<file path="config.mk">
export PLATFORM = sky130hd
export DESIGN_NAME = rls_ctrl
export DESIGN_NICKNAME = d
export VERILOG_FILES = /design/src/design/rls_pkg.sv /design/src/design/rls_ctrl.sv
export SDC_FILE = /design/constraint.sdc
export NUM_CORES = 1
export LEC_CHECK = 0
export BUFFER_PORTS_ARGS = -buffer_cell sky130_fd_sc_hd__buf_2
export CORE_UTILIZATION = 40
export CTS_CLUSTER_DIAMETER = 40
export DETAILED_ROUTE_END_ITERATION = 16
export SLEW_MARGIN = 20
export SYNTH_ARGS = -nofsm -noshare
export SYNTH_HDL_FRONTEND = slang
export SYNTH_SLANG_ARGS = --single-unit
</file>
<file path="constraint.sdc">
create_clock -name clk -period 4.6 [get_ports clk]
set_input_delay 0.92 -clock clk [delete_from_list [all_inputs] [get_ports clk]]
set_output_delay 0.92 -clock clk [all_outputs]
set_load 0.005 [all_outputs]
</file>
<file path="src/design/rls_pkg.sv">
// Shared types and constants of the adaptive filter: operation codes, controller
// states, command and status structs, register indexes and reset values.
// No dependencies.
package rls_pkg;

  // Index field width in the command struct (enough for the largest tap count)
  localparam int IDX_W = 6;

  typedef enum logic [3:0] {
    OP_NONE,
    OP_CLEAR,
    OP_LOAD,
    OP_Y,
    OP_ERR,
    OP_G,
    OP_D,
    OP_DIV,
    OP_W,
    OP_PROW,
    OP_P,
    OP_DONE
  } op_t;

  typedef enum logic [3:0] {
    ST_CLEAR,
    ST_IDLE,
    ST_Y,
    ST_ERR,
    ST_G,
    ST_D,
    ST_DEN,
    ST_DIV,
    ST_W,
    ST_PROW,
    ST_P,
    ST_DONE
  } state_t;

  typedef struct packed {
    op_t              op;
    logic [1:0]       ph;
    logic [IDX_W-1:0] i;
    logic [IDX_W-1:0] j;
    logic             first;
    logic             last;
  } cmd_t;

  typedef struct packed {
    logic den_zero;
    logic div_busy;
    logic out_busy;
  } status_t;

  // Configuration register indexes
  localparam logic [1:0] CFG_LAMBDA     = 2'd0;
  localparam logic [1:0] CFG_INV_LAMBDA = 2'd1;
  localparam logic [1:0] CFG_P_DIAG     = 2'd2;

  // Register reset values
  localparam logic [15:0] LAMBDA_RST     = 16'd32440;
  localparam logic [30:0] INV_LAMBDA_RST = 31'd16946684;
  localparam logic [30:0] P_DIAG_RST     = 31'd1677721600;

endpackage

</file>
<file path="src/design/rls_ctrl.sv">
// Controller of the adaptive filter: sequences the clearing pass and the
// per-sample passes over taps and covariance. Depends on rls_pkg.
module rls_ctrl import rls_pkg::*; #(
  parameter int TAPS = 16
) (
  input  logic    clk,
  input  logic    rst,
  input  logic    in_valid,
  input  logic    in_kind,
  output logic    in_ready,
  input  status_t status,
  output cmd_t    cmd
);

  localparam int IW = (TAPS > 1) ? $clog2(TAPS) : 1;
  localparam logic [IW-1:0] LAST = IW'(TAPS - 1);

  state_t        state, state_next;
  logic [IW-1:0] ci, ci_next;
  logic [IW-1:0] cj, cj_next;
  logic [1:0]    ph, ph_next;
  logic          i_last;
  logic          j_last;
  logic [IW-1:0] inner;

  assign i_last = (ci == LAST);
  assign j_last = (cj == LAST);

  // Hold state; clearing pass runs after reset
  always_ff @(posedge clk) begin
    if (rst) begin
      state <= ST_CLEAR;
      ci    <= '0;
      cj    <= '0;
      ph    <= '0;
    end else begin
      state <= state_next;
      ci    <= ci_next;
      cj    <= cj_next;
      ph    <= ph_next;
    end
  end

  // Next state and loop counters
  always_comb begin
    state_next = state;
    ci_next    = ci;
    cj_next    = cj;
    ph_next    = ph;
    case (state)
      ST_CLEAR: begin
        if (j_last) begin
          cj_next = '0;
          if (i_last) begin
            ci_next    = '0;
            state_next = ST_IDLE;
          end else begin
            ci_next = ci + IW'(1);
          end
        end else begin
          cj_next = cj + IW'(1);
        end
      end
      ST_IDLE: begin
        if (in_valid) begin
          state_next = in_kind ? ST_CLEAR : ST_Y;
        end
      end
      ST_Y, ST_D, ST_W: begin
        if (ph == 2'd0) begin
          ph_next = 2'd1;
        end else begin
          ph_next = 2'd0;
          if (i_last) begin
            ci_next = '0;
            case (state)
              ST_Y:    state_next = ST_ERR;
              ST_D:    state_next = ST_DEN;
              default: state_next = ST_PROW;
            endcase
          end else begin
            ci_next = ci + IW'(1);
          end
        end
      end
      ST_ERR: state_next = ST_G;
      ST_G: begin
        if (ph != 2'd2) begin
          ph_next = ph + 2'd1;
        end else begin
          ph_next = 2'd0;
          if (j_last) begin
            cj_next = '0;
            if (i_last) begin
              ci_next    = '0;
              state_next = ST_D;
            end else begin
              ci_next = ci + IW'(1);
            end
          end else begin
            cj_next = cj + IW'(1);
          end
        end
      end
      ST_DEN: state_next = status.den_zero ? ST_PROW : ST_DIV;
      ST_DIV: begin
        case (ph)
          2'd0: ph_next = 2'd1;
          2'd1: begin
            if (!status.div_busy) begin
              ph_next = 2'd2;
            end
          end
          default: begin
            ph_next = 2'd0;
            if (i_last) begin
              ci_next    = '0;
              state_next = ST_W;
            end else begin
              ci_next = ci + IW'(1);
            end
          end
        endcase
      end
      ST_PROW: state_next = ST_P;
      ST_P: begin
        if (ph != 2'd3) begin
          ph_next = ph + 2'd1;
        end else begin
          ph_next = 2'd0;
          if (j_last) begin
            cj_next = '0;
            if (i_last) begin
              ci_next    = '0;
              state_next = ST_DONE;
            end else begin
              ci_next    = ci + IW'(1);
              state_next = ST_PROW;
            end
          end else begin
            cj_next = cj + IW'(1);
          end
        end
      end
      ST_DONE: begin
        if (!status.out_busy) begin
          state_next = ST_IDLE;
        end
      end
      default: state_next = ST_IDLE;
    endcase
  end

  assign inner = ((state == ST_G) || (state == ST_P) || (state == ST_CLEAR)) ? cj : ci;

  // Commands to the datapath
  always_comb begin
    cmd       = '0;
    cmd.ph    = ph;
    cmd.i     = IDX_W'(ci);
    cmd.j     = IDX_W'(cj);
    cmd.first = (inner == '0);
    cmd.last  = (inner == LAST);
    in_ready  = (state == ST_IDLE);
    case (state)
      ST_CLEAR: cmd.op = OP_CLEAR;
      ST_IDLE:  cmd.op = (in_valid && !in_kind) ? OP_LOAD : OP_NONE;
      ST_Y:     cmd.op = OP_Y;
      ST_ERR:   cmd.op = OP_ERR;
      ST_G:     cmd.op = OP_G;
      ST_D:     cmd.op = OP_D;
      ST_DIV:   cmd.op = OP_DIV;
      ST_W:     cmd.op = OP_W;
      ST_PROW:  cmd.op = OP_PROW;
      ST_P:     cmd.op = OP_P;
      ST_DONE:  cmd.op = status.out_busy ? OP_NONE : OP_DONE;
      default:  cmd.op = OP_NONE;
    endcase
  end

endmodule

</file>
* Word-level counts from Yosys, hierarchy flattened
Index checks and enable logic that the tools add are counted.
** Word-level totals
- Register bits after elaboration :: 14
- Input port bits :: 7
- Output and inout port bits :: 21
- Logic and storage cells :: 93
** Cells by class
- Add/sub/neg operators :: 3
- Eq/ne operators :: 31
- Muxes and demuxes :: 39
- Reduce and logical (&&, ||, !) cells :: 16
** Operator list (count)
- two-way mux 4 bit :: 25
- case mux 4 bit (11 select lines) :: 1
- case mux 4 bit (10 select lines) :: 1
- inequality test 2 bit (second input constant) :: 15
- == test 4 bit (second input constant) :: 7
- case mux 4 bit (5 select lines) :: 1
- == test 4 x 3 -> 1 bit (second input constant) :: 4
- AND reduction 13 bit :: 1
- two-way mux 2 bit :: 6
- case mux 4 bit (3 select lines) :: 1
- adder 4 x 1 -> 4 bit (second input constant) :: 2
- == test 4 x 2 -> 1 bit (second input constant) :: 2
- zero test 4 bit :: 2
- case mux 2 bit (4 select lines) :: 1
- case mux 4 bit (2 select lines) :: 1
- AND reduction 5 bit :: 1
- nonzero test 5 bit :: 1
- == test 4 x 1 -> 1 bit (second input constant) :: 1
- case mux 2 bit (2 select lines) :: 1
- nonzero test 4 bit :: 1
- inequality test 3 bit (second input constant) :: 1
- AND reduction 3 bit :: 1
- nonzero test 3 bit :: 1
- OR reduction 3 bit :: 1
- 9 further kinds :: 10

* Logic depth before layout (Yosys ltp)
- Depth after elaboration :: 5
- Depth in mapped cells :: 7
- Depth with buffers taken out :: 7

* Worst setup path before layout
Ideal clock, no wire load.
- Path kind :: input to output
- Start point :: input port in_kind
- End point :: output port cmd[17] (netlist name)
- Arrival :: 1.236 ns
- Data required time :: 3.680 ns
- Slack :: 2.444 ns
- Stages on the path :: 3
- Path buffers :: 0
- Cell sequence :: nor2_1 -> a21oi_1 -> o21ai_0
** RTL lines
- start: declaration :: line rls_ctrl.sv:9 : input logic in_kind,
- end: declaration :: line rls_ctrl.sv:12 : output cmd_t cmd

==> flow_metrics.py <==
metrics = {
    "logic_synthesis": {
        "synth_edf_count": 0,
        "synth_top_area_cell": "dfxtp_1",
        "ys_top_cells_by_area": "dfxtp_1 22%, ha_1 6.7%, o21ai_0 5.8%, a21oi_1 5.0%, nand3_1 4.2%",
        "synth_area_mm2": 0.00130,
        "synth_cell_types": 55,
        "yosysMostFrequentCell": "o21ai_0",
        "synth_warnings": 0,
        "synth_flop_cell": "dfxtp_1",
        "async_flop_share": 0,
        "ys_ff_latch": 14,
        "syn_inst": 160,
        "syn_avg_cell_area_um2": 8.12,
        "synthTopCellsByCount": "15 x o21ai_0, 14 x dfxtp_1, 13 x a21oi_1, 13 x nand2_1, 11 x nand3_1",
        "ys_seq_area_frac": 0.216,
        "synth_top_area_share": 0.216,
    },
    "sta": {
        "max-slew-margin-rel": 0.459,
        "hold_violations": 0,
        "worstMarginPinSlew_ns": 0.810,
        "rsz0062_at_grt": "false",
        "setup_viol": 0,
        "timing.final.ws_setup_ns": 1.62,
        "timing.fmax_ghz": 0.336,
        "finalMaxSlewViolations": 0,
        "fin_skew_ns": 0.00811,
        "tns_ns": 0,
        "timing.final.crit_period_ns": 2.98,
        "fin_crit_sh": 0.647,
    },
    "setup_path": {
        "path_delay_family": "flip-flops",
        "endpoint_kind": "output port",
        "path_buf_inv": 1,
        "worstPathMaxFanout": 22,
        "crit_type": "reg2out",
        "worstSetupStartpointType": "flop",
        "cp.required_ns": 3.68,
        "slowest_delay_ns": 0.84,
        "cp.arrival_ns": 2.06,
        "path_cells": "nand3b_4 -> a21oi_2 -> nand3_1 -> o21ai_0 -> buf_2",
        "critPathSlowestCell": "dfxtp_1",
    },
    "cts": {
        "worst_skew_pair.late_latency_ns": 0.28,
        "cts_buffers": 3,
        "cts_max_path_buffers": 2,
        "cts_setup_buffers": 0,
        "clkTransAtPathRegs_ns": 0.10,
        "cts_tree": "built",
        "numClockSinks": 14,
        "cts_root_buffer": "clkbuf_4",
        "cts-hold-fix-buffers": 0,
        "cts_resized": 0,
        "htreeDepth": 1,
    },
    "die": {
        "die_w_um": 59.0,
        "dieArea_mm2": 0.00348,
        "start_util": 0.422,
        "num_rows": 20,
        "io_pins": 28,
        "coreArea_mm2": 0.00308,
        "die_h_um": 59.0,
    },
    "cells_and_area": {
        "final_util": 0.461,
        "drive_above_1_share": 0.227,
        "fin_cells": 220,
        "area_growth_pct": 9.34,
        "fin_nets": 191,
        "antenna_cells": 0,
    },
    "route": {
        "vias_per_cell": 5.56,
        "routed_wl_um": 3010,
        "antenna_left": 0,
        "drc": 0,
        "first_pass_iters": 4,
        "drt-wirelength-per-cell_um": 13.7,
        "route.vias.total": 1224,
        "drt-initial-drc-count": 61,
    },
    "power": {
        "vdd_drop_max_mv": 0.0948,
        "leakage_nw": 0.650,
        "power_density_mw_per_mm2": 169,
    },
    "global_routing": {
        "grt_max_degree": 25,
        "overflow": 0,
        "grt_pass1_vias": 1080,
        "grt_pass1_wl_um": 4960,
        "antenna_found_initial": 0,
        "grt_usage": 0.184,
    },
    "placement": {
        "dp_hpwl_um": 2150,
        "port_buffers": 23,
        "gp_congestion": 0.792,
        "dp_slack_ns": 1.94,
        "placedCellCount": 216,
    },
    "status": {
        "outcome": "complete, no violations",
    },
    "hold_path": {
        "min_path_type": "reg2reg",
    },
    "job": {
        "maxCapViolCount": 0,
    },
}
-- registers in the layout, indices dropped and copies added (netlist names) --
| register | count |
|---|---|
| ci | 4 |
| cj | 4 |
| ph | 2 |
| state | 4 |
-- power by group --
part / leakage (nW) / internal (mW) / switching [mW]
Sequential: 0.113 / 0.123 / 0.00358
Combinational: 0.516 / 0.00881 / 0.0102
Clock: 0.0210 / 0.0481 / 0.0459
-- placed cells by master, fill, tap and decap left out, drive strengths merged, types with 2 or more instances in the layout --
| master | n |
|---|---|
| a211oi | 2 |
| inv | 5 |
| nand3 | 11 |
| dfxtp | 14 |
| or4 | 2 |
| xor2 | 2 |
| a21oi | 15 |
| and3 | 3 |
| buf | 23 |
| nand4 | 3 |
| o21ai | 15 |
| o211ai | 2 |
| conb | 4 |
| nand2 | 13 |
| a221oi | 2 |
| clkbuf | 4 |
| and2b | 2 |
| a21o | 2 |
| nor2b | 3 |
| ha | 7 |
| or3 | 3 |
| a21boi | 3 |
| a22o | 2 |
| a311oi | 3 |
| nor2 | 9 |
-- final timing paths --
| check | from | to | slack, ns | cells after the start |
|---|---|---|---|---|
| min | cj[1]$_SDFFE_PP0P_ | cj[1]$_SDFFE_PP0P_ | 0.53 | 2 |
| min reg2reg | cj[1]$_SDFFE_PP0P_ | cj[1]$_SDFFE_PP0P_ | 0.53 | 2 |
| max reg2reg | state[1]$_SDFFE_PP0P_ | ci[3]$_SDFFE_PP0P_ | 2.24 | 5 |
| max | state[1]$_SDFFE_PP0P_ | cmd[0] | 1.62 | 5 |
-- cells by family after synthesis --
group,count (synthesis),share of synthesized area
AND/OR/NAND/NOR,58,0.274
AO/OA/AOI/OAI,57,0.323
buffers and inverters,19,0.0886
flip-flops,14,0.216
adder cells (fa/ha/maj),7,0.0674
XOR/XNOR,3,0.0202
other,1,0.00289
multiplexers,1,0.00867
-- metrics by stage --
stage	power (mW)	hold slack (ns)	instance area [um2]
finish	0.240	0.535	1420
global route	0.253	0.573	1420
CTS	0.242	0.540	1420
detailed placement	0.149	0.525	1380
global placement	0.149	0.507	1380
floorplan	0.142	0.501	1310
-- cell type report --
type                       instances  area, um2
clock buffer                       4       36.3
fill                             329       1660
tap                               44       55.1
multi-input combinational        130        915
sequential                        14        280
inverter                           5       18.8
timing repair buffer              23        115
-- worst reg2reg max path, delay by kind of cell (launching register included) --
kind	cells	cell delay, ns
DFF	1	0.84
AOI/OAI and AO/OA	3	0.81
and+or+nand+nor	2	0.64
-- metal layers --
metal	share of wire	wire length (um)	track usage	vias to the layer above
li1	-	-	-	626
met2	0.48	1440	0.295	25
met3	0.037	113	0.0328	0
met4	0	0	0.0408	0
met1	0.48	1460	0.257	573
met5	0	0	0	-
Note: power is estimated with default switching activity, not from simulation.
